## src/hw/rtl/mssclp_pkg.sv

```systemverilog
// Shared types, constants and checksum helper for the TCP SYN MSS clamp
package mssclp_pkg;

  localparam logic [7:0] OPT_KIND_END  = 8'd0;
  localparam logic [7:0] OPT_KIND_PAD  = 8'd1;
  localparam logic [7:0] OPT_KIND_MSS  = 8'd2;
  localparam logic [7:0] OPT_LEN_MSS   = 8'd4;
  localparam logic [7:0] PROTO_TCP     = 8'd6;
  localparam logic [12:0] FRAG_OFF_MASK = 13'h1FFF;
  localparam logic [7:0] BYTE_MASK     = 8'hFF;

  typedef enum logic [1:0] {
    VERDICT_NOT_ELIGIBLE = 2'd0,
    VERDICT_NO_MSS       = 2'd1,
    VERDICT_WITHIN       = 2'd2,
    VERDICT_CLAMPED      = 2'd3
  } verdict_e;

  typedef enum logic [2:0] {
    PH_KIND = 3'd0,
    PH_LEN  = 3'd1,
    PH_HI   = 3'd2,
    PH_LO   = 3'd3,
    PH_DONE = 3'd4
  } opt_phase_e;

  typedef struct packed {
    logic [7:0] data_byte;
    logic       last_byte;
    logic       is_ipv4_frame;
    logic       csum_seed;
  } in_word_t;

  typedef struct packed {
    verdict_e    verdict;
    logic [15:0] mss_offset;
    logic [15:0] new_mss;
    logic        checksum_update;
    logic [15:0] new_checksum;
    logic [15:0] checksum_offset;
  } out_word_t;

  // incremental one's complement update of a 16-bit field
  function automatic logic [15:0] csum_adjust(input logic [15:0] hc,
                                              input logic [15:0] m_old,
                                              input logic [15:0] m_new);
    logic [17:0] s;
    logic [16:0] f1;
    logic [15:0] f2;
    s  = {2'b00, ~hc} + {2'b00, ~m_old} + {2'b00, m_new};
    f1 = {1'b0, s[15:0]} + {15'd0, s[17:16]};
    f2 = f1[15:0] + {15'd0, f1[16]};
    return ~f2;
  endfunction

endpackage

```

## src/hw/rtl/mssclp_parser.sv

```systemverilog
// Per-byte IPv4/TCP header parser, option walker and verdict logic
module mssclp_parser import mssclp_pkg::*; (
  input  logic        clk_i,
  input  logic        rst_ni,
  input  logic        step_i,
  input  in_word_t    word_i,
  input  logic [15:0] max_mss_i,
  output out_word_t   result_o
);

  logic [15:0] byte_cnt_q, byte_cnt_d;
  logic [5:0]  iph_q, iph_d;
  logic [15:0] tot_q, tot_d;
  logic        hdr_ok_q, hdr_ok_d;
  logic [5:0]  tcph_q, tcph_d;
  logic        syn_q, syn_d;
  logic [15:0] csum_q, csum_d;
  opt_phase_e  phase_q, phase_d;
  logic [5:0]  nstart_q, nstart_d;
  logic [7:0]  kind_q, kind_d;
  logic        found_q, found_d;
  logic [15:0] mss_q, mss_d;

  logic [7:0]  b;
  logic [15:0] pos;
  logic [15:0] iph_ext;
  logic [5:0]  optlen;
  logic [6:0]  opt_start;
  logic [15:0] rel;
  logic        in_opt;
  logic [5:0]  r;
  logic [8:0]  len_sum;
  logic [16:0] pkt_len;
  logic [16:0] hdrs_sum;
  logic        eligible;
  logic [7:0]  mss_off;

  assign b       = word_i.data_byte & BYTE_MASK;
  assign pos     = byte_cnt_q;
  assign iph_d   = (pos == 16'd0) ? {b[3:0], 2'b00} : iph_q;
  assign iph_ext = {10'd0, iph_d};

  always_comb begin
    hdr_ok_d = hdr_ok_q;
    tot_d    = tot_q;
    tcph_d   = tcph_q;
    syn_d    = syn_q;
    csum_d   = csum_q;

    if (pos == 16'd0) begin
      hdr_ok_d = word_i.is_ipv4_frame && (b[7:4] == 4'd4) && (b[3:0] >= 4'd5);
    end
    if (pos == 16'd2) tot_d[15:8] = b;
    if (pos == 16'd3) tot_d[7:0] = b;
    if (pos == 16'd6 && (b[4:0] & FRAG_OFF_MASK[12:8]) != 5'd0) hdr_ok_d = 1'b0;
    if (pos == 16'd7 && (b & FRAG_OFF_MASK[7:0]) != 8'd0) hdr_ok_d = 1'b0;
    if (pos == 16'd9 && b != PROTO_TCP) hdr_ok_d = 1'b0;
    if (pos == iph_ext + 16'd12) tcph_d = {b[7:4], 2'b00};
    if (pos == iph_ext + 16'd13) syn_d = b[1];
    if (pos == iph_ext + 16'd16) csum_d[15:8] = b;
    if (pos == iph_ext + 16'd17) csum_d[7:0] = b;
  end

  assign optlen    = (tcph_d >= 6'd20) ? (tcph_d - 6'd20) : 6'd0;
  assign opt_start = {1'b0, iph_d} + 7'd20;
  assign rel       = pos - {9'd0, opt_start};
  assign in_opt    = (pos >= {9'd0, opt_start}) && (rel < {10'd0, optlen});
  assign r         = rel[5:0];
  assign len_sum   = {3'd0, nstart_q} + {1'b0, b};

  // option walk, one byte of the option area per step
  always_comb begin
    phase_d  = phase_q;
    nstart_d = nstart_q;
    kind_d   = kind_q;
    found_d  = found_q;
    mss_d    = mss_q;
    if (in_opt) begin
      unique case (phase_q)
        PH_KIND: begin
          if (r == nstart_q) begin
            if (b == OPT_KIND_END) begin
              phase_d = PH_DONE;
            end else if (b == OPT_KIND_PAD) begin
              nstart_d = r + 6'd1;
            end else if ({1'b0, r} + 7'd1 >= {1'b0, optlen}) begin
              phase_d = PH_DONE;
            end else begin
              kind_d  = b;
              phase_d = PH_LEN;
            end
          end
        end
        PH_LEN: begin
          if (b == 8'd0 || len_sum > {3'd0, optlen}) begin
            phase_d = PH_DONE;
          end else if (kind_q == OPT_KIND_MSS && b == OPT_LEN_MSS) begin
            phase_d = PH_HI;
          end else if (b == 8'd1) begin
            // length byte of one skips the kind and length bytes
            nstart_d = nstart_q + 6'd2;
            phase_d  = PH_KIND;
          end else begin
            nstart_d = len_sum[5:0];
            phase_d  = PH_KIND;
          end
        end
        PH_HI: begin
          mss_d   = {b, 8'd0};
          phase_d = PH_LO;
        end
        PH_LO: begin
          mss_d   = {mss_q[15:8], b};
          found_d = 1'b1;
          phase_d = PH_DONE;
        end
        PH_DONE: begin
        end
        default: begin
        end
      endcase
    end
  end

  assign byte_cnt_d = (byte_cnt_q == 16'hFFFF) ? byte_cnt_q : byte_cnt_q + 16'd1;

  assign pkt_len  = {1'b0, pos} + 17'd1;
  assign hdrs_sum = {11'd0, tcph_d} + {11'd0, iph_d};
  assign eligible = hdr_ok_d && (tot_d >= {9'd0, opt_start}) && ({1'b0, tot_d} <= pkt_len)
                    && syn_d && (tcph_d >= 6'd20) && (hdrs_sum <= {1'b0, tot_d})
                    && (max_mss_i != 16'd0);
  assign mss_off  = {1'b0, opt_start} + {2'b00, nstart_d} + 8'd2;

  always_comb begin
    result_o = '0;
    result_o.verdict = VERDICT_NOT_ELIGIBLE;
    if (eligible) begin
      if (!found_d) begin
        result_o.verdict = VERDICT_NO_MSS;
      end else begin
        result_o.mss_offset = {8'd0, mss_off};
        if (mss_d <= max_mss_i) begin
          result_o.verdict = VERDICT_WITHIN;
        end else begin
          result_o.verdict         = VERDICT_CLAMPED;
          result_o.new_mss         = max_mss_i;
          result_o.checksum_offset = iph_ext + 16'd16;
          if (!word_i.csum_seed) begin
            result_o.checksum_update = 1'b1;
            result_o.new_checksum    = csum_adjust(csum_d, mss_d, max_mss_i);
          end
        end
      end
    end
  end

  always_ff @(posedge clk_i or negedge rst_ni) begin
    if (!rst_ni) begin
      byte_cnt_q <= '0;
      iph_q      <= '0;
      tot_q      <= '0;
      hdr_ok_q   <= 1'b0;
      tcph_q     <= '0;
      syn_q      <= 1'b0;
      csum_q     <= '0;
      phase_q    <= PH_KIND;
      nstart_q   <= '0;
      kind_q     <= '0;
      found_q    <= 1'b0;
      mss_q      <= '0;
    end else if (step_i) begin
      if (word_i.last_byte) begin
        // packet done, start clean for the next one
        byte_cnt_q <= '0;
        iph_q      <= '0;
        tot_q      <= '0;
        hdr_ok_q   <= 1'b0;
        tcph_q     <= '0;
        syn_q      <= 1'b0;
        csum_q     <= '0;
        phase_q    <= PH_KIND;
        nstart_q   <= '0;
        kind_q     <= '0;
        found_q    <= 1'b0;
        mss_q      <= '0;
      end else begin
        byte_cnt_q <= byte_cnt_d;
        iph_q      <= iph_d;
        tot_q      <= tot_d;
        hdr_ok_q   <= hdr_ok_d;
        tcph_q     <= tcph_d;
        syn_q      <= syn_d;
        csum_q     <= csum_d;
        phase_q    <= phase_d;
        nstart_q   <= nstart_d;
        kind_q     <= kind_d;
        found_q    <= found_d;
        mss_q      <= mss_d;
      end
    end
  end

endmodule

```

## src/hw/rtl/tcp_syn_mss_clamp.sv

```systemverilog
// TCP SYN MSS clamp top level: input register, parser and result register
// Takes an IPv4 packet one byte per word, one word per cycle unless stalled, and
// gives a single result word for the word flagged as the last byte. A word
// waits in the input register while the parser works on it. As the word
// moves on, the parser state advances and, for a last byte, the result
// lands in the output register. The input side only stalls when a last byte
// meets a result that is still held downstream. max_mss is for the user to
// write via cfg_we_i/cfg_wdata_i only while no packet is in flight; the block
// does not check this. Zero turns clamping off; every packet is not-eligible.
module tcp_syn_mss_clamp import mssclp_pkg::*; (
  input  logic        clk_i,
  input  logic        rst_ni,
  input  logic        in_valid_i,
  output logic        in_stall_o,
  input  in_word_t    in_word_i,
  output logic        out_valid_o,
  input  logic        out_stall_i,
  output out_word_t   out_word_o,
  input  logic        cfg_we_i,
  input  logic [15:0] cfg_wdata_i
);

  logic        s1_valid_q;
  in_word_t    s1_word_q;
  logic        out_valid_q;
  out_word_t   out_word_q;
  logic [15:0] max_mss_q;
  logic        out_free;
  logic        s1_go;
  logic        in_take;
  out_word_t   result;

  assign out_free   = !out_valid_q || !out_stall_i;
  assign s1_go      = s1_valid_q && (!s1_word_q.last_byte || out_free);
  assign in_stall_o = s1_valid_q && !s1_go;
  assign in_take    = in_valid_i && !in_stall_o;

  always_ff @(posedge clk_i or negedge rst_ni) begin
    if (!rst_ni) begin
      max_mss_q <= '0;
    end else if (cfg_we_i) begin
      max_mss_q <= cfg_wdata_i;
    end
  end

  always_ff @(posedge clk_i or negedge rst_ni) begin
    if (!rst_ni) begin
      s1_valid_q <= 1'b0;
    end else if (in_take || s1_go) begin
      s1_valid_q <= in_take;
    end
  end

  always_ff @(posedge clk_i) begin
    if (in_take) begin
      s1_word_q <= in_word_i;
    end
  end

  mssclp_parser u_parser (
    .clk_i     (clk_i),
    .rst_ni    (rst_ni),
    .step_i    (s1_go),
    .word_i    (s1_word_q),
    .max_mss_i (max_mss_q),
    .result_o  (result)
  );

  always_ff @(posedge clk_i or negedge rst_ni) begin
    if (!rst_ni) begin
      out_valid_q <= 1'b0;
    end else if (s1_go && s1_word_q.last_byte) begin
      out_valid_q <= 1'b1;
    end else if (!out_stall_i) begin
      out_valid_q <= 1'b0;
    end
  end

  always_ff @(posedge clk_i) begin
    if (s1_go && s1_word_q.last_byte) begin
      out_word_q <= result;
    end
  end

  assign out_valid_o = out_valid_q;
  assign out_word_o  = out_word_q;

  // a finished packet always produces a result word
  a_last_gives_result: assert property (@(posedge clk_i) disable iff (!rst_ni)
    s1_go && s1_word_q.last_byte |=> out_valid_q)
    else $error("last byte did not produce a result word");

  // a held result is never overwritten by the next packet
  a_no_overwrite: assert property (@(posedge clk_i) disable iff (!rst_ni)
    out_valid_q && out_stall_i && s1_valid_q && s1_word_q.last_byte |-> in_stall_o)
    else $error("result word overwritten while stalled");

  // checksum rewrite only comes with a clamp
  a_csum_needs_clamp: assert property (@(posedge clk_i) disable iff (!rst_ni)
    out_valid_q && out_word_q.checksum_update |-> out_word_q.verdict == VERDICT_CLAMPED)
    else $error("checksum update without clamp verdict");

  // the input only stalls with a pending last byte and a held result word
  a_stall_has_word: assert property (@(posedge clk_i) disable iff (!rst_ni)
    in_stall_o |-> s1_valid_q && s1_word_q.last_byte && out_valid_q)
    else $error("input stalled with no pending last byte");

endmodule
```

## config.mk

```make
export PLATFORM = sky130hd
export DESIGN_NAME = tcp_syn_mss_clamp
export DESIGN_NICKNAME = d
export VERILOG_FILES = /design/src/hw/rtl/mssclp_pkg.sv /design/src/hw/rtl/mssclp_parser.sv /design/src/hw/rtl/tcp_syn_mss_clamp.sv
export SDC_FILE = /design/constraint.sdc
export NUM_CORES = 1
export LEC_CHECK = 0
export ABC_AREA = 1
export BUFFER_PORTS_ARGS = -buffer_cell sky130_fd_sc_hd__buf_2
export CAP_MARGIN = 20
export CELL_PAD_IN_SITES_DETAIL_PLACEMENT = 1
export CELL_PAD_IN_SITES_GLOBAL_PLACEMENT = 1
export CORE_MARGIN = 2
export CORE_UTILIZATION = 30
export DETAILED_ROUTE_END_ITERATION = 16
export GPL_ROUTABILITY_DRIVEN = 0
export PLACE_DENSITY_LB_ADDON = 0.2
export SYNTH_ARGS = -nofsm -noshare
export SYNTH_HDL_FRONTEND = slang
export SYNTH_HIERARCHICAL = 1
export SYNTH_SLANG_ARGS = --single-unit
```

## constraint.sdc

```tcl
create_clock -name clk_i -period 13.62 [get_ports clk_i]
set_clock_uncertainty 0.15 [all_clocks]
set_input_delay 2.724 -clock clk_i [delete_from_list [all_inputs] [get_ports clk_i]]
set_output_delay 2.724 -clock clk_i [all_outputs]
set_load 0.005 [all_outputs]
```

==> out/results.txt <==
DR WL met3: 1.46 mm
Largest net degree at the start of global routing: 68
Clk slew on worst S/H paths: 0.08 ns
Worst EP arrival: 12.29 ns
Number of diodes: 0
Slew Viols, Final: 0
Synth-to-layout area growth: 11.8%
Row count: 83
VDD IR max: 0.115 mV
DP Wirelength: 43.7 mm
Residual DRC: 0
Slew HR: 0.285
GRT Util Overall: 0.211
I/O pin cnt: 101
DR WL/cell: 18.9 um
First drt pass iteration count: 6
FF+latch area: 5190 um2
Design area: 17400 um2
CTS Sinks: 192
Hold Fails Final Rpt: 0
Seq pwr share: 0.240
P_int: 1.46 mW
HP Class: flip-flop to flip-flop
Worst path max stage delay: 0.52 ns
Antenna Nets Post-Route: 0
Clk pwr share: 0.199
FF+latch count, synth: 192
H-tree depth: 4
Max-cap violation count: 0
Syn avg cell area: 7.32 um2
Switching Fraction: 0.489
Net Switching: 1.40 mW
Largest cells by area after synthesis: dfrtp_1 (18%), edfxtp_1 (15%), nand2_1 (13%)
RSZ-0062 raised after global routing: no
First-pass GRT wire length: 87.0 mm
Port Buf Inserts: 100
Combinational power share: 0.561
Crit path max-delay cell type: fa_1
Yosys cell types: 53
Max clock buf depth: 2
Yosys Warn Count: 6
Die area: 53700 um2
Final Setup Violations: 0
Crit-path max FO: 29
Number of global-route vias before repair: 14900
Share of layout cells above drive strength 1: 0.0972
Power Dens Cells: 164 nW/um2
Initial Util: 0.303
TritonCTS Buffers: 17
CORE AREA: 51300 um2
Final global-route overflow total: 0
Die height: 232 um
Hold-fix buffers, CTS: 0
DP Cell Count: 2877
FILL cells: 6483
Clk Latency, worst-skew pair: 0.50 ns
CTS tree: yes
Nets@finish: 2400
Leakage Power: 8.83 nW
Slew @ Worst Pin: 1.07 ns
WL met2: 26.9 mm
Vias post-DR: 14300
Fmax: 0.0819 GHz
Top cell type's share of synthesized area: 0.183
Top sig layer: met4
Via/cell ratio: 4.92
1st-iter DRT viols: 639
Critical Path Sink Type: flip-flop
Synth Cell Area: 15600 um2
Initial antenna violation count: 0
Asr flop ratio synth: 0.594
Post-synth top area cell: dfrtp_1
Req. time, crit path: 13.71 ns
Most frequent cell after synthesis: nand2_1
Gate Count Post-Synth: 2128
Fin crit period: 12.21 ns
WL final: 55.0 mm
Register area share after synthesis: 0.334
Type of origin of the critical path: flip-flop
Root Buffer: clkbuf_16
Fin crit share: 0.896
Top post-synthesis cells by count: nand2_1 (523), inv_1 (342), nor2_1 (189), nand3_1 (166), o21ai_0 (143)
CP Class: flip-flop to flip-flop
Status: finished, final reports clean
Setup_tns: 0 ns
Wl on met1: 25.7 mm
Fin cells: 2913
Die Wd: 232 um
Synth Flop Type: dfrtp_1
EDFF count, synth: 78
Hold WS: 0.320 ns
Most used cell along the critical path: nand2_1
Placed Area: 16700 um2
Area taken by multi-input logic gates: 8760 um2
registers in the layout, indices dropped and copies added (netlist names), 3 cells and up:
register             flops
u_parser/tot_q          16
u_parser/tcph_q          6
u_parser/kind_q          8
u_parser/byte_cnt_q     16
out_word_o              67
max_mss_q               16
s1_word_q               11
u_parser/iph_q           6
u_parser/csum_q         16
u_parser/nstart_q        6
u_parser/mss_q          16
u_parser/phase_q         3
power by group through the flow:
stage	sequential [mW]	combinational [mW]	clock, mW
4_1_cts	0.684	1.61	0.589
2_1_floorplan	0.687	1.13	0
3_3_place_gp	0.694	1.56	0
3_5_place_dp	0.696	1.60	0
5_1_grt	0.690	1.83	0.604
6_report	0.683	1.60	0.567
layer usage:
metal / GRT usage / up-vias
met5: 0 / -
met1: 0.274 / 6995
li1: - / 7106
met4: 0.0587 / 0
met3: 0.0296 / 43
met2: 0.365 / 178
per-stage QoR:
step            util  worst slack (ns)  total power, mW
3_3_place_gp   0.326              1.36             2.25
2_1_floorplan      -              3.36             1.82
4_1_cts        0.339             0.898             2.88
6_report       0.339              1.41             2.85
3_5_place_dp   0.326             0.960             2.30
5_1_grt        0.339            0.0124             3.12
cell families (layout without fill, tap and decap cells):
logic type,count (synthesis),count (layout),synth area share
adders and majority gates,148,148,0.130
buffers and inverters,412,501,0.109
AOI/OAI and AO/OA,323,323,0.116
and+or+nand+nor,1006,1006,0.286
other,1,17,0.000241
xor gates and xnor gates,46,46,0.0259
DFF,192,192,0.334
cell usage in the layout (no fill, tap or decap), drive strengths merged, types with 11 or more instances in the layout:
cell / instances
a21oi: 81
buf: 119
clkbuf: 18
conb: 17
dfrtp: 114
edfxtp: 78
fa: 22
ha: 126
inv: 355
nand2: 544
nand3: 170
nand4: 42
nor2: 209
nor3: 19
o211ai: 13
o21ai: 154
o22ai: 49
xnor2: 11
xor2: 35
worst max-delay path, delay by kind of cell, from the launching register on:
family          cells  cell delay (ns)
flops               1             0.46
fa+ha+maj          10             2.76
compound gates      9             1.45
xor+xnor            1             0.16
buf+inv             8             1.20
simple gates       40             5.77
area by class of cell:
cell class,instances,share of cell area
clock inverter,14,0.0122
timing repair buffer,119,0.0373
inverter,350,0.0756
sequential,192,0.298
tap,680,0.0489
multi-input combinational,1540,0.503
clock buffer,18,0.0246
path summary, 6_finish.rpt:
path / slack [ns] / from / cells after the start / to
setup / recovery: 1.41 / u_parser/byte_cnt_q[1]$_DFFE_PN0P_ / 68 / out_word_o[30]$_DFFE_PP_
setup reg to reg: 1.41 / u_parser/byte_cnt_q[1]$_DFFE_PN0P_ / 68 / out_word_o[30]$_DFFE_PP_
max in group asynchronous: 9.77 / rst_ni / 2 / u_parser/tot_q[4]$_DFFE_PN0P_
min in group asynchronous: 2.18 / rst_ni / 1 / s1_valid_q$_DFFE_PN0P_
hold reg to reg: 0.32 / u_parser/kind_q[0]$_DFFE_PN0P_ / 2 / u_parser/kind_q[0]$_DFFE_PN0P_
hold / removal: 0.32 / u_parser/kind_q[0]$_DFFE_PN0P_ / 2 / u_parser/kind_q[0]$_DFFE_PN0P_
what timing repair did:
item / CTS / global route
resized for setup: 0 / 4
setup endpoints to repair: 0 / 8
buffers inserted: 0 / 4
Power figures use the tool's default switching activity.
